### src/rtl/core/tatc_pkg.sv
package tatc_pkg;

  // defaults for the top level parameters
  localparam int CHANNELS_DEF   = 3;
  localparam int ADC_FS_DEF     = 4095;
  localparam int MAX_WINDOW_DEF = 64;

  localparam int SMP_W     = 12;
  localparam int CH_W      = 2;
  localparam int TEMP_W    = 19;
  localparam int FAULT_W   = 2;
  localparam int OHMS_W    = 24;
  localparam int WIN_W     = 7;
  localparam int COEF_W    = 48;
  localparam int CFG_W     = 48;
  localparam int CFG_IDX_W = 3;

  localparam logic [CFG_IDX_W-1:0] REG_DIVIDER = 3'd0;
  localparam logic [CFG_IDX_W-1:0] REG_WINDOW  = 3'd1;
  localparam logic [CFG_IDX_W-1:0] REG_COEF_A  = 3'd2;
  localparam logic [CFG_IDX_W-1:0] REG_COEF_B  = 3'd3;
  localparam logic [CFG_IDX_W-1:0] REG_COEF_C  = 3'd4;

  localparam logic [OHMS_W-1:0] DIVIDER_RST = 24'd100000;
  localparam logic [WIN_W-1:0]  WINDOW_RST  = 7'd10;
  localparam logic [COEF_W-1:0] COEF_A_RST  = 48'd244204200000;
  localparam logic [COEF_W-1:0] COEF_B_RST  = 48'd56088600000;
  localparam logic [COEF_W-1:0] COEF_C_RST  = 48'd37242100;

  localparam logic [FAULT_W-1:0] FAULT_OK   = 2'd0;
  localparam logic [FAULT_W-1:0] FAULT_FULL = 2'd1;
  localparam logic [FAULT_W-1:0] FAULT_ZERO = 2'd2;

  localparam logic signed [TEMP_W-1:0] TEMP_LOW  = -19'sd69927;
  localparam logic signed [TEMP_W-1:0] TEMP_HIGH = 19'sd262143;

  // 70000*64 - kelvin offset in q.14 + rounding half
  localparam logic [63:0] KELVIN_OFS = 64'd4742;
  localparam logic signed [63:0] TEMP_BIAS = 64'sd70000;

  localparam int FRAC = 40;
  localparam int STEPS = 64;

  // decimal digits split in two halves, converted to q.40
  function automatic logic [63:0] q40(input logic [63:0] hi, input logic [63:0] lo);
    return ((hi << 32) / 64'd390625) + ((lo << 24) / 64'd152587890625);
  endfunction

  localparam logic [63:0] LN2_Q40 = q40(64'd69314718, 64'd5599453);

  localparam logic [63:0] LNTAB [8] = '{
    64'd0,
    q40(64'd11778303, 64'd56563835),
    q40(64'd22314355, 64'd13142098),
    q40(64'd31845373, 64'd11185346),
    q40(64'd40546510, 64'd81081644),
    q40(64'd48550781, 64'd57817008),
    q40(64'd55961578, 64'd79354227),
    q40(64'd62860865, 64'd94223741)
  };

  function automatic logic [63:0] sat_add(input logic [63:0] x, input logic [63:0] y);
    logic [64:0] s;
    s = {1'b0, x} + {1'b0, y};
    return s[64] ? {64{1'b1}} : s[63:0];
  endfunction

  typedef enum logic [4:0] {
    OP_NOP,
    OP_ACCUM,
    OP_CHECK,
    OP_NORM,
    OP_DIV_R,
    OP_TAKE_T,
    OP_MUL,
    OP_TAKE_POW,
    OP_ADD_Q,
    OP_LN_FIN,
    OP_TAKE_L,
    OP_TAKE_VAR,
    OP_ADD_VAR,
    OP_POS,
    OP_TEMP,
    OP_EMIT
  } dp_op_t;

  typedef enum logic [2:0] {
    MS_PW_T,
    MS_MAG_MAG,
    MS_L_MAG,
    MS_C_L,
    MS_B_MAG
  } msel_t;

  typedef struct packed {
    dp_op_t     op;
    msel_t      msel;
    logic [2:0] pow;
    logic       ln_den;
  } dp_cmd_t;

  typedef struct packed {
    logic ch_ok;
    logic emit;
    logic fault_hit;
    logic norm_done;
    logic mul_busy;
    logic div_busy;
    logic pos_le;
  } dp_stat_t;

  typedef enum logic [3:0] {
    ST_IDLE,
    ST_CHECK,
    ST_NORM,
    ST_DIVR_W,
    ST_PMUL,
    ST_PMUL_W,
    ST_PDIV_W,
    ST_LNFIN,
    ST_MUL,
    ST_MUL_W,
    ST_POS,
    ST_DIVD_W,
    ST_DONE
  } state_t;

endpackage

### src/rtl/core/tatc_ctrl.sv
module tatc_ctrl (
  input  logic               clk,
  input  logic               rst_n,
  input  logic               in_tvalid,
  output logic               in_tready,
  output logic               out_tvalid,
  input  logic               out_tready,
  input  tatc_pkg::dp_stat_t stat,
  output tatc_pkg::dp_cmd_t  cmd
);

  tatc_pkg::state_t state_r, state_nxt;
  logic [2:0] pk_r, pk_nxt;
  logic [1:0] mstep_r, mstep_nxt;
  logic       den_r, den_nxt;
  logic       out_valid_r, out_valid_nxt;

  always_ff @(posedge clk) begin
    if (!rst_n) begin
      state_r     <= tatc_pkg::ST_IDLE;
      pk_r        <= 3'd2;
      mstep_r     <= 2'd0;
      den_r       <= 1'b0;
      out_valid_r <= 1'b0;
    end else begin
      state_r     <= state_nxt;
      pk_r        <= pk_nxt;
      mstep_r     <= mstep_nxt;
      den_r       <= den_nxt;
      out_valid_r <= out_valid_nxt;
    end
  end

  assign out_tvalid = out_valid_r;

  always_comb begin
    state_nxt     = state_r;
    pk_nxt        = pk_r;
    mstep_nxt     = mstep_r;
    den_nxt       = den_r;
    out_valid_nxt = out_valid_r & ~out_tready;
    in_tready     = 1'b0;
    cmd.op        = tatc_pkg::OP_NOP;
    cmd.msel      = tatc_pkg::MS_PW_T;
    cmd.pow       = pk_r;
    cmd.ln_den    = den_r;
    unique case (state_r)
      tatc_pkg::ST_IDLE: begin
        in_tready = 1'b1;
        if (in_tvalid) begin
          cmd.op = tatc_pkg::OP_ACCUM;
          if (stat.ch_ok && stat.emit) state_nxt = tatc_pkg::ST_CHECK;
        end
      end
      tatc_pkg::ST_CHECK: begin
        cmd.op  = tatc_pkg::OP_CHECK;
        den_nxt = 1'b0;
        state_nxt = stat.fault_hit ? tatc_pkg::ST_DONE : tatc_pkg::ST_NORM;
      end
      tatc_pkg::ST_NORM: begin
        if (stat.norm_done) begin
          cmd.op    = tatc_pkg::OP_DIV_R;
          state_nxt = tatc_pkg::ST_DIVR_W;
        end else begin
          cmd.op = tatc_pkg::OP_NORM;
        end
      end
      tatc_pkg::ST_DIVR_W: begin
        if (!stat.div_busy) begin
          cmd.op    = tatc_pkg::OP_TAKE_T;
          pk_nxt    = 3'd2;
          state_nxt = tatc_pkg::ST_PMUL;
        end
      end
      tatc_pkg::ST_PMUL: begin
        cmd.op    = tatc_pkg::OP_MUL;
        cmd.msel  = tatc_pkg::MS_PW_T;
        state_nxt = tatc_pkg::ST_PMUL_W;
      end
      tatc_pkg::ST_PMUL_W: begin
        if (!stat.mul_busy) begin
          cmd.op = tatc_pkg::OP_TAKE_POW;
          // odd powers take a reciprocal multiply, even ones are shifts
          if (pk_r[0]) begin
            state_nxt = tatc_pkg::ST_PDIV_W;
          end else begin
            pk_nxt    = pk_r + 3'd1;
            state_nxt = tatc_pkg::ST_PMUL;
          end
        end
      end
      tatc_pkg::ST_PDIV_W: begin
        if (!stat.mul_busy) begin
          cmd.op = tatc_pkg::OP_ADD_Q;
          if (pk_r == 3'd5) begin
            state_nxt = tatc_pkg::ST_LNFIN;
          end else begin
            pk_nxt    = pk_r + 3'd1;
            state_nxt = tatc_pkg::ST_PMUL;
          end
        end
      end
      tatc_pkg::ST_LNFIN: begin
        cmd.op = tatc_pkg::OP_LN_FIN;
        if (!den_r) begin
          den_nxt   = 1'b1;
          state_nxt = tatc_pkg::ST_NORM;
        end else begin
          mstep_nxt = 2'd0;
          state_nxt = tatc_pkg::ST_MUL;
        end
      end
      tatc_pkg::ST_MUL: begin
        cmd.op = tatc_pkg::OP_MUL;
        case (mstep_r)
          2'd0:    cmd.msel = tatc_pkg::MS_MAG_MAG;
          2'd1:    cmd.msel = tatc_pkg::MS_L_MAG;
          2'd2:    cmd.msel = tatc_pkg::MS_C_L;
          default: cmd.msel = tatc_pkg::MS_B_MAG;
        endcase
        state_nxt = tatc_pkg::ST_MUL_W;
      end
      tatc_pkg::ST_MUL_W: begin
        if (!stat.mul_busy) begin
          case (mstep_r)
            2'd0, 2'd1: cmd.op = tatc_pkg::OP_TAKE_L;
            2'd2:       cmd.op = tatc_pkg::OP_TAKE_VAR;
            default:    cmd.op = tatc_pkg::OP_ADD_VAR;
          endcase
          if (mstep_r == 2'd3) begin
            state_nxt = tatc_pkg::ST_POS;
          end else begin
            mstep_nxt = mstep_r + 2'd1;
            state_nxt = tatc_pkg::ST_MUL;
          end
        end
      end
      tatc_pkg::ST_POS: begin
        cmd.op    = tatc_pkg::OP_POS;
        state_nxt = stat.pos_le ? tatc_pkg::ST_DONE : tatc_pkg::ST_DIVD_W;
      end
      tatc_pkg::ST_DIVD_W: begin
        if (!stat.div_busy) begin
          cmd.op    = tatc_pkg::OP_TEMP;
          state_nxt = tatc_pkg::ST_DONE;
        end
      end
      tatc_pkg::ST_DONE: begin
        if (!out_valid_r || out_tready) begin
          cmd.op        = tatc_pkg::OP_EMIT;
          out_valid_nxt = 1'b1;
          state_nxt     = tatc_pkg::ST_IDLE;
        end
      end
      default: state_nxt = tatc_pkg::ST_IDLE;
    endcase
  end

endmodule

### config.mk
export PLATFORM = sky130hd
export DESIGN_NAME = tatc_ctrl
export DESIGN_NICKNAME = d
export VERILOG_FILES = /design/src/rtl/core/tatc_pkg.sv /design/src/rtl/core/tatc_ctrl.sv
export SDC_FILE = /design/constraint.sdc
export NUM_CORES = 1
export LEC_CHECK = 0
export BUFFER_PORTS_ARGS = -buffer_cell sky130_fd_sc_hd__buf_4
export CAP_MARGIN = 20
export CORE_MARGIN = 8
export CORE_UTILIZATION = 55
export CTS_CLUSTER_DIAMETER = 100
export DETAILED_ROUTE_END_ITERATION = 12
export PLACE_DENSITY = 0.77
export SYNTH_ARGS = -nofsm -noshare
export SYNTH_HDL_FRONTEND = slang
export SYNTH_SLANG_ARGS = --single-unit
### constraint.sdc
create_clock -name clk -period 1.9 [get_ports clk]
set_input_delay 0.095 -clock clk [delete_from_list [all_inputs] [get_ports clk]]
set_output_delay 0.095 -clock clk [all_outputs]
set_load 0.02 [all_outputs]
### Word level (Yosys, flattened, before mapping)

Index checks and enable logic that the tools add are counted.

| word-level totals | value |
|---|---|
| flip-flop bits (word level) | 11 |
| logic and storage cells | 95 |
| output and inout bits | 14 |
| input bits | 11 |

| cells by class | value |
|---|---|
| equality and inequality tests | 29 |
| multiplexer cells | 42 |
| bitwise logic cells | 2 |
| reduce and logical (&&, ||, !) cells | 14 |
| add/subtract/negate cells | 2 |

Operators by type and width:

| cell | number |
|---|---|
| 4-bit 2-to-1 mux | 15 |
| 5-bit one-hot mux with 12 select lines | 1 |
| 4-bit one-hot mux with 13 select lines | 1 |
| 3-bit 2-to-1 mux | 10 |
| 2-bit inequality test (second input constant) | 13 |
| 4-bit equality test (second input constant) | 5 |
| 3-bit one-hot mux with 3 select lines | 2 |
| 4-bit by 3-bit equality test with 1-bit output (second input constant) | 4 |
| 2-bit 2-to-1 mux | 6 |
| 9-bit AND reduction | 1 |
| 4-bit by 2-bit equality test with 1-bit output (second input constant) | 2 |
| 3-bit one-hot mux with 2 select lines | 1 |
| 6-bit AND reduction | 1 |
| 5-bit AND reduction | 1 |
| 2-bit equality test (second input constant) | 2 |
| 4-bit by 1-bit equality test with 1-bit output (second input constant) | 1 |
| 4-bit logical NOT | 1 |
| 1-bit 2-to-1 mux | 4 |
| 2-bit one-hot mux with 2 select lines | 1 |
| 4-bit AND reduction | 1 |
| 2-bit nonzero test | 2 |
| 2-bit OR reduction | 2 |
| 3-bit by 1-bit adder with 3-bit output (second input constant) | 1 |
| 3-bit equality test (second input constant) | 1 |
| 10 further kinds | 10 |

### Logic depth before layout (Yosys ltp)

| depth | value |
|---|---|
| depth after elaboration | 5 |
| mapped depth | 8 |
| gate-level depth less buffers | 7 |

### Worst setup path after synthesis

Ideal clock, no wire load.

| timing path | value |
|---|---|
| path type | register -> register |
| from | register state_r[1] |
| to | register state_r[1] |
| data required time | 1785 ps |
| arrival | 1494 ps |
| buffers on the path | 1 |
| stages on the path, launching flop included | 7 |
| library setup time | 115 ps |
| path slack | 291 ps |
| period minus slack after synthesis | 1609 ps |
| path through | dfxtp_1 -> buf_4 -> nor4_4 -> a22oi_2 -> o2111a_2 -> o31a_1 -> o21a_1 |

| on the way | value |
|---|---|
| longest elaborated chain between the ends | 3 |
| elaborated cells on any way between the ends | 24 |
| classes of those cells | eq/ne (21); mux (1); reduce/logical (2) |

Ends and longest elaborated chain:

| what | line | RTL |
|---|---|---|
| start, declared | tatc_ctrl.sv:12 | `tatc_pkg::state_t state_r, state_nxt;` |
| start signal, assigned | tatc_ctrl.sv:20 | `state_r <= tatc_pkg::ST_IDLE;` |
| start signal, assigned | tatc_ctrl.sv:26 | `state_r <= state_nxt;` |
| 4-bit equality test, or another cell as far along | tatc_ctrl.sv:47 | `unique case (state_r)` |
| 2-bit inequality test (no line) | -- |  |
| 9-bit AND reduction (no line) | -- |  |

Several ways; a longest one is shown, not always the timed one.
A chain may end at the register's enable or synchronous reset.

==> flow_metrics.py <==
metrics = {
    "clock_tree": {
        "cts_sinks": 11,
        "clock_latency_ns": 0.27,
        "htreeDepth": 1,
        "root_buffer": "clkbuf_4",
        "clk_pin_slew_ns": 0.07,
        "clockBufferDepth": 2,
        "numCtsBuffers": 3,
        "cts_tree": "built",
    },
    "routing": {
        "wirelength_um": 3750,
        "vias": 1405,
        "post_drt_via_cell_ratio": 6.39,
        "dr.pass1.iters": 4,
        "drcViolationCount": 0,
        "drtIter0Drc": 114,
        "routedWlPerCell_um": 17.1,
        "ant_nets": 0,
    },
    "cells_and_area": {
        "nets": 210,
        "final_cell_area_um2": 1570,
        "syn2layout_area_growth_pct": 25.6,
        "n_antenna_cell": 0,
        "fill_cells": 172,
        "drive_gt1_share_pct": 34.9,
    },
    "power_and_ir_drop": {
        "finalPower_mw": 1.60,
        "vdd_drop_max_v": 0.000646,
        "leakage_nw": 0.679,
        "power_density_nw_per_um2": 1020,
    },
    "synthesis": {
        "ys.flop_type": "dfxtp_1",
        "synth-seq-cells": 11,
        "ys_seq_area_share_pct": 17.6,
        "yosys-top-cells-area": "dfxtp_1 (18%), a21oi_1 (6.0%), ha_1 (6.0%)",
        "ys_types": 59,
        "avgSynthCellArea_um2": 7.81,
        "synth_top_area_cell": "dfxtp_1",
        "yosysTopAreaCellShare_pct": 17.6,
        "synthArstFlopShare_pct": 0,
        "synth_edf_count": 0,
        "netlist_instances": 160,
        "synth_nets": 177,
        "yosysWarnings": 0,
        "syn-cell-area_um2": 1250,
    },
    "worst_hold_path": {
        "hold_path_class": "primary input to flop",
    },
    "setup_path": {
        "start_kind": "flop",
        "cp_common_cell": "buf_4",
        "path_class": "flop to primary output",
        "slowest_stage": "dfxtp_4",
        "critPathMaxStageDelay_ns": 0.36,
        "end_kind": "primary output",
        "cp_max_fo": 6,
        "rrSetupSlack_ns": 0.08,
        "cp.arrival_ns": 1.77,
        "worstPathCellList": "buf_4, buf_4, buf_4, or2_2, o2111ai_2, buf_6",
        "required_ns": 1.80,
    },
    "sta": {
        "finalHoldViolCount": 0,
        "post-route-min-period_ns": 1.86,
        "slew_viol_final": 0,
        "fmax_ghz": 0.536,
        "rsz0062_at_grt": "true",
        "skew_ns": 0.00223,
        "tns_ns": 0,
        "setup_viol": 0,
        "min_period_over_period_pct": 98.1,
    },
    "global_routing": {
        "grt-ovfl-total": 0,
        "grt_pass1_wl_um": 6090,
        "antenna_found_initial": 0,
        "track_usage_pct": 17.9,
        "grt_max_degree": 15,
        "grt_pass1_vias": 1356,
    },
    "placed_design": {
        "port_buffers": 23,
        "place.gp.congestion": 0.963,
        "place_area_um2": 1430,
        "hpwl_um": 2570,
    },
    "floorplan": {
        "fp.coreArea_um2": 2190,
        "row_count": 17,
        "initial_utilization_pct": 57.1,
        "die_area_um2": 4050,
        "die_h_um": 63.7,
        "io_pins": 25,
        "die_x_um": 63.7,
    },
    "job": {
        "cap_violations": 0,
    },
    "outcome": {
        "status": "finished clean",
    },
}
==> worst max-delay path, delay by kind of cell, from the launching register on <==
| family | cells | cell delay, ns |
|---|---|---|
| buffers and inverters | 4 | 0.60 |
| DFF | 1 | 0.36 |
| and+or+nand+nor | 1 | 0.33 |
| AOI/OAI and AO/OA | 1 | 0.19 |
==> power breakdown <==
part	leakage (nW)	switching (mW)	total, mW	internal (mW)
logic	0.572	0.602	1.10	0.501
clock network	0.0150	0.0861	0.167	0.0814
registers	0.0920	0.0599	0.330	0.270
total	0.679	0.748	1.60	0.852
==> metrics by stage <==
stage | hold slack (ns) | std cells | util (%) | worst slack [ns]
floorplan | 0.243 | 160 | - | 0.291
global placement | 0.371 | 207 | 65.1 | 0.175
detailed placement | 0.377 | 207 | 65.1 | 0.114
CTS | 0.105 | 217 | 70.2 | 0.00596
global route | 0.114 | 220 | 71.7 | -0.00334
finish | 0.0972 | 220 | 71.7 | 0.0360
==> cell usage in the layout, fill, tap and decap left out, types with 2 or more instances in the layout <==
master    synthesis  layout
buf_4             4      39
nand3b_1          2       2
nand2_1          12      12
dfxtp_1          11       7
a21o_1            2       2
nand2b_1          6       6
o22ai_1           3       3
nand4_1           3       3
dfxtp_4           0       4
inv_1             8       8
ha_1              6       6
nor2_1            9       8
nand3_1           5       5
a31oi_1           3       3
nor2b_1           5       5
o21a_1            4       4
buf_6             3       3
and4b_1           2       2
nand4b_1          3       3
o21ai_0           8       8
a21oi_1          15      14
clkbuf_4          0       3
and2_1            2       2
==> worst paths after layout <==
| kind | startpoint | depth (start not counted) | to |
|---|---|---|---|
| setup / recovery | state_r[2] | 6 | cmd[7] |
| hold reg to reg | den_r | 2 | den_r |
| hold / removal | rst_n | 2 | pk_r[1] |
| setup reg to reg | state_r[2] | 8 | state_r[1] |
==> timing repair <==
item / CTS / global route
setup buffers: 6 / 4
hold buffers: 0 / 0
setup endpoints to repair: 3 / 3
pin swaps: 4 / 3
gates cloned: 0 / 0
gates resized for setup: 14 / 4
==> layout make-up <==
cell class	count	area, um^2	share of cell area, %
Multi-Input combinational cell	127	917	58.4
Timing Repair Buffer	42	327	20.8
Tap cell	28	35.0	2.23
Sequential cell	11	235	15.0
Inverter	8	30.0	1.91
Clock buffer	4	26.3	1.67
==> synth_stat cells (3+ instances only) <==
cell      number
a21oi_1       15
buf_2          4
ha_1           6
nor2b_1        5
a31oi_1        3
buf_4          4
nand2_1       12
nand4_1        3
dfxtp_1       11
o21ai_0        8
nand3_1        5
nand4b_1       3
inv_1          8
o21a_1         4
buf_6          3
nand2b_1       6
o22ai_1        3
nor2_1         9
==> registers in the layout, summed over array words and instances, names as in the netlist <==
| register | count |
|---|---|
| state_r | 4 |
| pk_r | 3 |
| mstep_r | 2 |
| den_r | 1 |
| out_tvalid | 1 |
==> layer usage <==
| metal | part of all wire, % | GRT usage, % | up-vias | routed length (um) |
|---|---|---|---|---|
| met1 | 41 | 21.3 | 669 | 1560 |
| met2 | 48 | 30.5 | 72 | 1800 |
| met5 | 0 | 0 | - | 0 |
| li1 | - | - | 653 | - |
| met4 | 2.3 | 6.96 | 0 | 87 |
| met3 | 8.1 | 3.53 | 11 | 305 |
==> logic make-up (layout without fill, tap and decap cells) <==
logic type	after synthesis	count (layout)	synth area share, %
and+or+nand+nor	63	63	31.9
buffers and inverters	22	54	10.9
xor gates and xnor gates	1	1	0.701
muxes	1	1	0.901
adders and majority gates	6	6	6.01
other	1	1	0.300
DFF	11	11	17.6
AOI/OAI and AO/OA	55	55	31.6
(Power assumes the default switching activity.)
